File: config.mk
export PLATFORM = sky130hd
export DESIGN_NAME = second_chance_expiry_table_core
export DESIGN_NICKNAME = d
export VERILOG_FILES = /design/src/sv/scet_pkg.sv /design/src/sv/scet_ram.sv /design/src/sv/second_chance_expiry_table_core.sv
export SDC_FILE = /design/constraint.sdc
export NUM_CORES = 2
export LEC_CHECK = 0
export BUFFER_PORTS_ARGS = -buffer_cell sky130_fd_sc_hd__buf_4
export CORE_MARGIN = 1
export CORE_UTILIZATION = 60
export DETAILED_ROUTE_END_ITERATION = 8
export GPL_TIMING_DRIVEN = 0
export HOLD_SLACK_MARGIN = 0.15
export PLACE_DENSITY = 0.74
export SETUP_SLACK_MARGIN = 0.2
export SYNTH_ARGS = -nofsm -noshare
export SYNTH_HDL_FRONTEND = slang
export SYNTH_SLANG_ARGS = --single-unit
File: constraint.sdc
create_clock -name aclk -period 17.95 [get_ports aclk]
set_clock_uncertainty 0.1 [all_clocks]
set_input_delay 4.4875 -clock aclk [delete_from_list [all_inputs] [get_ports aclk]]
set_output_delay 4.4875 -clock aclk [all_outputs]
set_load 0.05 [all_outputs]
File: src/sv/scet_pkg.sv
// Shared types and constants for the second-chance expiry table.
// Holds field widths, parameter defaults, opcode codes and the count limit.
// No dependencies.
package scet_pkg;

    // Fixed widths of the stream fields
    localparam int KEY_W     = 64;
    localparam int VALUE_W   = 32;
    localparam int OPCODE_W  = 2;
    localparam int COUNT_W   = 5;
    localparam int S_DATA_W  = 96;
    localparam int M_DATA_W  = 8;

    // Defaults for the top-level parameters
    localparam int ENTRIES_DEF    = 16;
    localparam int KEY_BITS_DEF   = 64;
    localparam int VALUE_BITS_DEF = 32;

    typedef logic [OPCODE_W-1:0] opcode_t;

    localparam opcode_t OP_INSERT = 2'd0;
    localparam opcode_t OP_REMOVE = 2'd1;
    localparam opcode_t OP_SEARCH = 2'd2;
    localparam opcode_t OP_PRUNE  = 2'd3;

    typedef logic [COUNT_W-1:0] count_t;

    localparam count_t COUNT_MAX = 5'd31;

endpackage

File: src/sv/scet_ram.sv
// Generic single-port RAM with registered read data.
// Used for the key and value store of the expiry table; depends on nothing.
module scet_ram #(
    parameter int WIDTH = 8,
    parameter int DEPTH = 16
) (
    input  logic                     aclk,
    input  logic                     we,
    input  logic [$clog2(DEPTH)-1:0] addr,
    input  logic [WIDTH-1:0]         wdata,
    output logic [WIDTH-1:0]         rdata
);

    logic [WIDTH-1:0] mem [DEPTH];

    always_ff @(posedge aclk) begin
        if (we) begin
            mem[addr] <= wdata;
        end
        rdata <= mem[addr];
    end

endmodule

File: src/sv/second_chance_expiry_table_core.sv
// Second-chance expiry table: top level with the scan sequencer and mark bits.
// Depends on scet_pkg and scet_ram.
//
// A fixed-capacity key/value table with two-period aging. Each word on the
// input stream carries an operation in s_tuser (insert, remove, search, prune
// tick) and a key and value in s_tdata; each one yields exactly one result word.
// Every operation walks all ENTRIES slots through the single port of the
// key/value RAM and one comparator before the next word can be accepted. The
// result is held in an output register, so a new word may be accepted while
// it waits. A new key goes into the lowest free slot; an insert of a new key
// into a full table stores nothing and reports table_full. The table is empty
// after reset; there is no clearing pass, as valid, recent and hit marks are
// flip-flops cleared at once.
module second_chance_expiry_table_core
    import scet_pkg::*;
#(
    parameter int ENTRIES    = ENTRIES_DEF,
    parameter int KEY_BITS   = KEY_BITS_DEF,
    parameter int VALUE_BITS = VALUE_BITS_DEF
) (
    input  logic                aclk,
    input  logic                aresetn,
    input  logic                s_tvalid,
    output logic                s_tready,
    input  logic [S_DATA_W-1:0] s_tdata,   // key[63:0], data_value[95:64]
    input  logic [OPCODE_W-1:0] s_tuser,   // opcode[1:0]
    output logic                m_tvalid,
    input  logic                m_tready,
    output logic [M_DATA_W-1:0] m_tdata    // answer[0], table_full[1],
                                           // evicted_count[6:2], zero[7]
);

    localparam int IW = $clog2(ENTRIES);
    localparam int CW = $clog2(ENTRIES + 1);
    localparam int RW = KEY_BITS + VALUE_BITS;

    localparam logic [1:0] ST_IDLE = 2'd0;
    localparam logic [1:0] ST_SCAN = 2'd1;
    localparam logic [1:0] ST_DONE = 2'd2;

    logic [1:0]            state_reg, state_next;
    logic [CW-1:0]         cnt_reg, cnt_next;
    logic                  pend_reg, pend_next;
    logic [IW-1:0]         idx_reg, idx_next;
    logic [ENTRIES-1:0]    valid_reg, valid_next;
    logic [ENTRIES-1:0]    recent_reg, recent_next;
    logic [ENTRIES-1:0]    hit_reg, hit_next;
    logic                  m_tvalid_reg, m_tvalid_next;

    opcode_t               op_reg, op_next;
    logic [KEY_BITS-1:0]   key_reg, key_next;
    logic [VALUE_BITS-1:0] val_reg, val_next;
    logic                  found_reg, found_next;
    logic [IW-1:0]         found_idx_reg, found_idx_next;
    logic                  eq_reg, eq_next;
    logic                  free_reg, free_next;
    logic [IW-1:0]         free_idx_reg, free_idx_next;
    count_t                count_reg, count_next;
    logic                  answer_reg, answer_next;
    logic                  full_reg, full_next;
    count_t                evicted_reg, evicted_next;

    logic                  ram_we;
    logic [IW-1:0]         ram_addr;
    logic [RW-1:0]         ram_rdata;
    logic [KEY_BITS-1:0]   rd_key;
    logic [VALUE_BITS-1:0] rd_val;
    logic [IW-1:0]         slot;
    logic                  do_write;

    scet_ram #(
        .WIDTH (RW),
        .DEPTH (ENTRIES)
    ) u_store (
        .aclk  (aclk),
        .we    (ram_we),
        .addr  (ram_addr),
        .wdata ({val_reg, key_reg}),
        .rdata (ram_rdata)
    );

    assign rd_key = ram_rdata[KEY_BITS-1:0];
    assign rd_val = ram_rdata[RW-1:KEY_BITS];

    always_comb begin
        state_next     = state_reg;
        cnt_next       = cnt_reg;
        pend_next      = pend_reg;
        idx_next       = idx_reg;
        valid_next     = valid_reg;
        recent_next    = recent_reg;
        hit_next       = hit_reg;
        m_tvalid_next  = m_tvalid_reg;
        op_next        = op_reg;
        key_next       = key_reg;
        val_next       = val_reg;
        found_next     = found_reg;
        found_idx_next = found_idx_reg;
        eq_next        = eq_reg;
        free_next      = free_reg;
        free_idx_next  = free_idx_reg;
        count_next     = count_reg;
        answer_next    = answer_reg;
        full_next      = full_reg;
        evicted_next   = evicted_reg;
        ram_we         = 1'b0;
        ram_addr       = cnt_reg[IW-1:0];
        do_write       = 1'b0;
        slot           = found_reg ? found_idx_reg : free_idx_reg;

        if (m_tvalid_reg && m_tready) begin
            m_tvalid_next = 1'b0;
        end

        unique case (state_reg)
            ST_IDLE: begin
                if (s_tvalid) begin
                    op_next    = s_tuser;
                    key_next   = s_tdata[KEY_BITS-1:0];
                    val_next   = s_tdata[KEY_W +: VALUE_BITS];
                    cnt_next   = '0;
                    pend_next  = 1'b0;
                    found_next = 1'b0;
                    free_next  = 1'b0;
                    eq_next    = 1'b0;
                    count_next = '0;
                    state_next = ST_SCAN;
                end
            end
            ST_SCAN: begin
                // judge the slot whose read was issued last cycle
                if (pend_reg) begin
                    if (op_reg == OP_PRUNE) begin
                        if (valid_reg[idx_reg] && !recent_reg[idx_reg]) begin
                            valid_next[idx_reg] = 1'b0;
                            if (count_reg != COUNT_MAX) begin
                                count_next = count_reg + 5'd1;
                            end
                        end else if (valid_reg[idx_reg] && !hit_reg[idx_reg]) begin
                            recent_next[idx_reg] = 1'b0;
                        end
                    end else begin
                        if (valid_reg[idx_reg] && !found_reg && rd_key == key_reg) begin
                            found_next     = 1'b1;
                            found_idx_next = idx_reg;
                            eq_next        = (rd_val == val_reg);
                        end
                        if (!valid_reg[idx_reg] && !free_reg) begin
                            free_next     = 1'b1;
                            free_idx_next = idx_reg;
                        end
                    end
                end
                if (cnt_reg == CW'(ENTRIES)) begin
                    pend_next  = 1'b0;
                    state_next = ST_DONE;
                end else begin
                    pend_next = 1'b1;
                    idx_next  = cnt_reg[IW-1:0];
                    cnt_next  = cnt_reg + 1'b1;
                end
            end
            ST_DONE: begin
                ram_addr = slot;
                // hold until the output register is free
                if (!m_tvalid_reg || m_tready) begin
                    answer_next  = 1'b0;
                    full_next    = 1'b0;
                    evicted_next = '0;
                    unique case (op_reg)
                        OP_INSERT: begin
                            answer_next = !found_reg;
                            full_next   = !found_reg && !free_reg;
                            do_write    = found_reg || free_reg;
                        end
                        OP_REMOVE: begin
                            answer_next = found_reg;
                            if (found_reg) begin
                                valid_next[found_idx_reg]  = 1'b0;
                                recent_next[found_idx_reg] = 1'b0;
                                hit_next[found_idx_reg]    = 1'b0;
                            end
                        end
                        OP_SEARCH: begin
                            answer_next = found_reg && eq_reg;
                            if (found_reg) begin
                                recent_next[found_idx_reg] = 1'b1;
                                hit_next[found_idx_reg]    = 1'b1;
                            end
                        end
                        OP_PRUNE: begin
                            evicted_next = count_reg;
                            hit_next     = '0;
                        end
                    endcase
                    if (do_write) begin
                        ram_we            = 1'b1;
                        valid_next[slot]  = 1'b1;
                        recent_next[slot] = 1'b1;
                        hit_next[slot]    = 1'b1;
                    end
                    m_tvalid_next = 1'b1;
                    state_next    = ST_IDLE;
                end
            end
            default: begin
                state_next = ST_IDLE;
            end
        endcase
    end

    always_ff @(posedge aclk) begin
        if (!aresetn) begin
            state_reg    <= ST_IDLE;
            cnt_reg      <= '0;
            pend_reg     <= 1'b0;
            valid_reg    <= '0;
            recent_reg   <= '0;
            hit_reg      <= '0;
            m_tvalid_reg <= 1'b0;
        end else begin
            state_reg    <= state_next;
            cnt_reg      <= cnt_next;
            pend_reg     <= pend_next;
            valid_reg    <= valid_next;
            recent_reg   <= recent_next;
            hit_reg      <= hit_next;
            m_tvalid_reg <= m_tvalid_next;
        end
    end

    always_ff @(posedge aclk) begin
        idx_reg       <= idx_next;
        op_reg        <= op_next;
        key_reg       <= key_next;
        val_reg       <= val_next;
        found_reg     <= found_next;
        found_idx_reg <= found_idx_next;
        eq_reg        <= eq_next;
        free_reg      <= free_next;
        free_idx_reg  <= free_idx_next;
        count_reg     <= count_next;
        answer_reg    <= answer_next;
        full_reg      <= full_next;
        evicted_reg   <= evicted_next;
    end

    assign s_tready = (state_reg == ST_IDLE);
    assign m_tvalid = m_tvalid_reg;
    assign m_tdata  = {1'b0, evicted_reg, full_reg, answer_reg};

    a_result_from_done: assert property (@(posedge aclk) disable iff (!aresetn)
        $rose(m_tvalid_reg) |-> $past(state_reg == ST_DONE))
        else $error("result word raised outside the completion step");

    a_full_means_new: assert property (@(posedge aclk) disable iff (!aresetn)
        m_tvalid_reg && full_reg |-> answer_reg)
        else $error("table_full reported for a key that was present");

    a_evict_alone: assert property (@(posedge aclk) disable iff (!aresetn)
        m_tvalid_reg && (evicted_reg != '0) |-> !answer_reg && !full_reg)
        else $error("eviction count on a non-prune result");

    a_accept_scans: assert property (@(posedge aclk) disable iff (!aresetn)
        s_tvalid && s_tready |=> state_reg == ST_SCAN && cnt_reg == '0)
        else $error("accepted word did not start a scan");

    a_scan_bound: assert property (@(posedge aclk) disable iff (!aresetn)
        state_reg == ST_SCAN |-> cnt_reg <= CW'(ENTRIES))
        else $error("scan counter ran past the table");

endmodule

==> flow_summary_export.csv <==
group,metric,value,unit
route,wl_per_cell,30.8,µm
worst_setup_path,timing.rr.end,"u_store.mem[15][15]",
route,drtAntennaViolNets,0,
global_route,globalRoute.totalOverflow,0,
logic_synthesis,synth.yosys.warnings,0,
logic_synthesis,netlist-cell-type-count,77,
finish,areaGrowthSynthToFinish,15.3,%
worst_setup_path,r2r_slack,12500,ps
power,p_leak,26.0,nW
global_route,first_global_vias,37501,
timing,totalNegativeSetupSlack,0,ps
timing,maxSlewViolCount,0,
placed_design,postPlaceCellArea,74500,µm²
timing,clock.fmax,135,MHz
logic_synthesis,synth_seq_area_share,76.0,%
power,peak_vdd_ir,0.106,mV
finish,regArea,52900,µm²
cts,cts_made_buffers,178,
timing,fraction_of_the_cycle_the_final_worst_path_needs,41.2,%
hold_path,timing.hold.worst_path_depth,2,
placed_design,place.gp.congestion,0.931,
floorplan,die_area,117000,µm²
global_route,first_pass_grt_wire_length,254,mm
cts,clk_pin_slew,60,ps
route,drt_first_iter_violations,4855,
logic_synthesis,gate_count_after_technology_mapping,3634,
timing,slew_headroom,6.10,%
power,post-layout-total-power,0.00872,W
finish,final_nets,4152,
timing,worst_hold_margin,397,ps
worst_setup_path,required,18320,ps
global_route,largest_net_degree_at_the_start_of_global_routing,60,
route,drt_drc_violations_left,12,
status,run_status,"complete, but fails checks",
route,via_per_inst,6.56,
worst_setup_path,cp-end-kind,"flip-flop",
floorplan,floorplan.rows,124,
worst_setup_path,regToRegStartpoint,"state_reg[1]",
logic_synthesis,synth.avg_cell_area,19.2,µm²
route,detail_route.wirelength,176,mm
logic_synthesis,mappedNetlistArea,69700,µm²
logic_synthesis,synth_edf_count,1661,
finish,final_layout_size_suffix_gt1_share,24.5,%
placed_design,dpl.cell_count,5373,
floorplan,initial_utilization,60.8,%
cts,htree_levels,4,
worst_setup_path,crit_path_start_kind,"input port",
cts,cts-root-to-sink-buffers,3,
timing,period_needed,7390,ps
finish,multi_input_area,15700,µm²
status,violated_checks,"design-rule violations",
worst_setup_path,cp_data_arrival_time,7770,ps
logic_synthesis,synthArstFlopShare,0,%
cts,cts_num_sinks,1814,
timing,final-setup-viol-count,0,
route,drt-pass1-iter-count,9,
route,num_vias,37454,
timing,worst-slew-pin-transition,1410,ps
flow_run,maxCapViolCount,0,
finish,most_frequent_cells_in_the_layout,"1661 x sky130_fd_sc_hd__edfxtp_1, 473 x sky130_fd_sc_hd__nand2_1, 396 x sky130_fd_sc_hd__mux4_2",
hold_path,hold_path.startpoint,"hit_reg[8]",
cts,number_of_setup_buffers_added_after_cts,0,
worst_setup_path,timing.setup.critical_path_class,"in2reg",
finish,post_layout_instance_count_excluding_filler_cells,5708,
worst_setup_path,crit_path_max_fanout,10,
finish,fillers,6885,
global_route,globalRouteTotalUtil,30.4,%
cts,tritoncts,"built",
hold_path,timing.hold.worst_endpoint,"hit_reg[8]",
finish,largest_register_ffs,1536,
placed_design,place.detailed.hpwl,112,mm
cts,cts_root_cell,"sky130_fd_sc_hd__clkbuf_16",
power,power_density,109,nW/µm²
floorplan,chipHeight,343,µm
cts,insertion_delay,780,ps
finish,final_common_cell,"sky130_fd_sc_hd__edfxtp_1",
logic_synthesis,synth_ff_type,"sky130_fd_sc_hd__edfxtp_1",
worst_setup_path,r2r_cells,11,
global_route,grt_antenna_before_repair,4,
logic_synthesis,synth-seq-cells,1814,
cts,cts_hold_buf,0,
hold_path,hold_path.class,"reg2reg",
floorplan,floorplan.die.width,343,µm
logic_synthesis,mappedNetlistNets,3745,
finish,final_cell_area,80400,µm²
floorplan,core_region_area,115000,µm²
placed_design,io_buffers,110,
cts,gates_resized_cts_repair,0,
timing,finalHoldViolations,0,
floorplan,io-pin-count,112,
timing,grt_setup_unrepaired,"false",
-- critical path: stages --
cell	delay (ps)
sky130_fd_sc_hd__buf_4	80
sky130_fd_sc_hd__nor2b_1	100
sky130_fd_sc_hd__nor3_1	950
sky130_fd_sc_hd__nand3_1	540
sky130_fd_sc_hd__nor3_2	740
sky130_fd_sc_hd__buf_6	260
sky130_fd_sc_hd__buf_8	160
sky130_fd_sc_hd__buf_6	180
sky130_fd_sc_hd__buf_4	230
-- worst max-delay path by stage --
stage                         from                   to  slack, ps
after CTS                 m_tready  u_store.mem[12][31]      10700
after detailed placement  m_tready  u_store.mem[12][31]       9910
final                     m_tready  u_store.mem[12][31]      10560
after global routing      m_tready  u_store.mem[12][26]      10520
after floorplan           m_tready   u_store.mem[15][0]       5520
after global placement    m_tready  u_store.mem[12][30]      -3450
-- per-stage QoR --
stage               utilization, %  setup slack (ps)
finish                        70.1             10560
global placement              63.1             -3450
CTS                           70.1             10700
detailed placement            65.0              9910
global route                  70.1             10520
floorplan                        -              5520
-- cells by family after synthesis --
family	synth area share (%)
flip-flops	76.0
AND/OR/NAND/NOR	5.06
multiplexers	13.0
AO/OA/AOI/OAI	3.08
buffers and inverters	1.63
XOR/XNOR	1.07
adder cells (fa/ha/maj)	0.162
other	0.00538
-- where the power goes --
part	total [W]	internal, W	switching [W]
registers	0.00470	0.00464	0.0000654
logic	0.000316	0.000145	0.000171
clock network	0.00370	0.00213	0.00157
-- cell usage after synthesis (10+ instances only) --
| cell | instances | area (µm²) |
|---|---|---|
| sky130_fd_sc_hd__edfxtp_1 | 1661 | 49900 |
| sky130_fd_sc_hd__nand2_1 | 473 | 1780 |
| sky130_fd_sc_hd__mux4_2 | 396 | 8920 |
| sky130_fd_sc_hd__dfxtp_1 | 153 | 3060 |
| sky130_fd_sc_hd__a31oi_1 | 113 | 707 |
| sky130_fd_sc_hd__and3_1 | 99 | 619 |
| sky130_fd_sc_hd__clkbuf_1 | 96 | 360 |
| sky130_fd_sc_hd__a21oi_1 | 55 | 275 |
| sky130_fd_sc_hd__nor2_1 | 49 | 184 |
| sky130_fd_sc_hd__o21ai_0 | 48 | 240 |
| sky130_fd_sc_hd__xnor2_1 | 44 | 385 |
| sky130_fd_sc_hd__buf_2 | 43 | 215 |
| sky130_fd_sc_hd__xor2_1 | 41 | 359 |
| sky130_fd_sc_hd__buf_4 | 24 | 180 |
| sky130_fd_sc_hd__inv_1 | 24 | 90.1 |
| sky130_fd_sc_hd__nor3_1 | 23 | 115 |
| sky130_fd_sc_hd__buf_6 | 22 | 248 |
| sky130_fd_sc_hd__nand3_1 | 20 | 100 |
| sky130_fd_sc_hd__nand2b_1 | 19 | 119 |
| sky130_fd_sc_hd__nand4_1 | 17 | 106 |
| sky130_fd_sc_hd__nor4_1 | 16 | 100 |
| sky130_fd_sc_hd__nor2b_1 | 15 | 93.8 |
| sky130_fd_sc_hd__and2_1 | 12 | 75.1 |
| sky130_fd_sc_hd__o211ai_1 | 12 | 90.1 |
| sky130_fd_sc_hd__buf_1 | 11 | 41.3 |
| sky130_fd_sc_hd__o22ai_1 | 10 | 62.6 |
-- layer usage --
metal	global-route usage, %	part of all wire [%]
met2	47.5	48
met5	0	0.015
met4	11.3	3.7
met1	43.3	38
met3	5.77	10
-- final cells by class --
class | count | area share [%]
Inverter | 25 | 0.123
Clock buffer | 251 | 6.29
Antenna cell | 1 | 0.00311
Multi-Input combinational cell | 1599 | 19.5
Timing Repair Buffer | 227 | 3.54
Clock inverter | 83 | 0.961
Buffer | 196 | 1.30
Sequential cell | 1814 | 65.9
Tap cell | 1512 | 2.35
(Power assumes the default switching activity.)
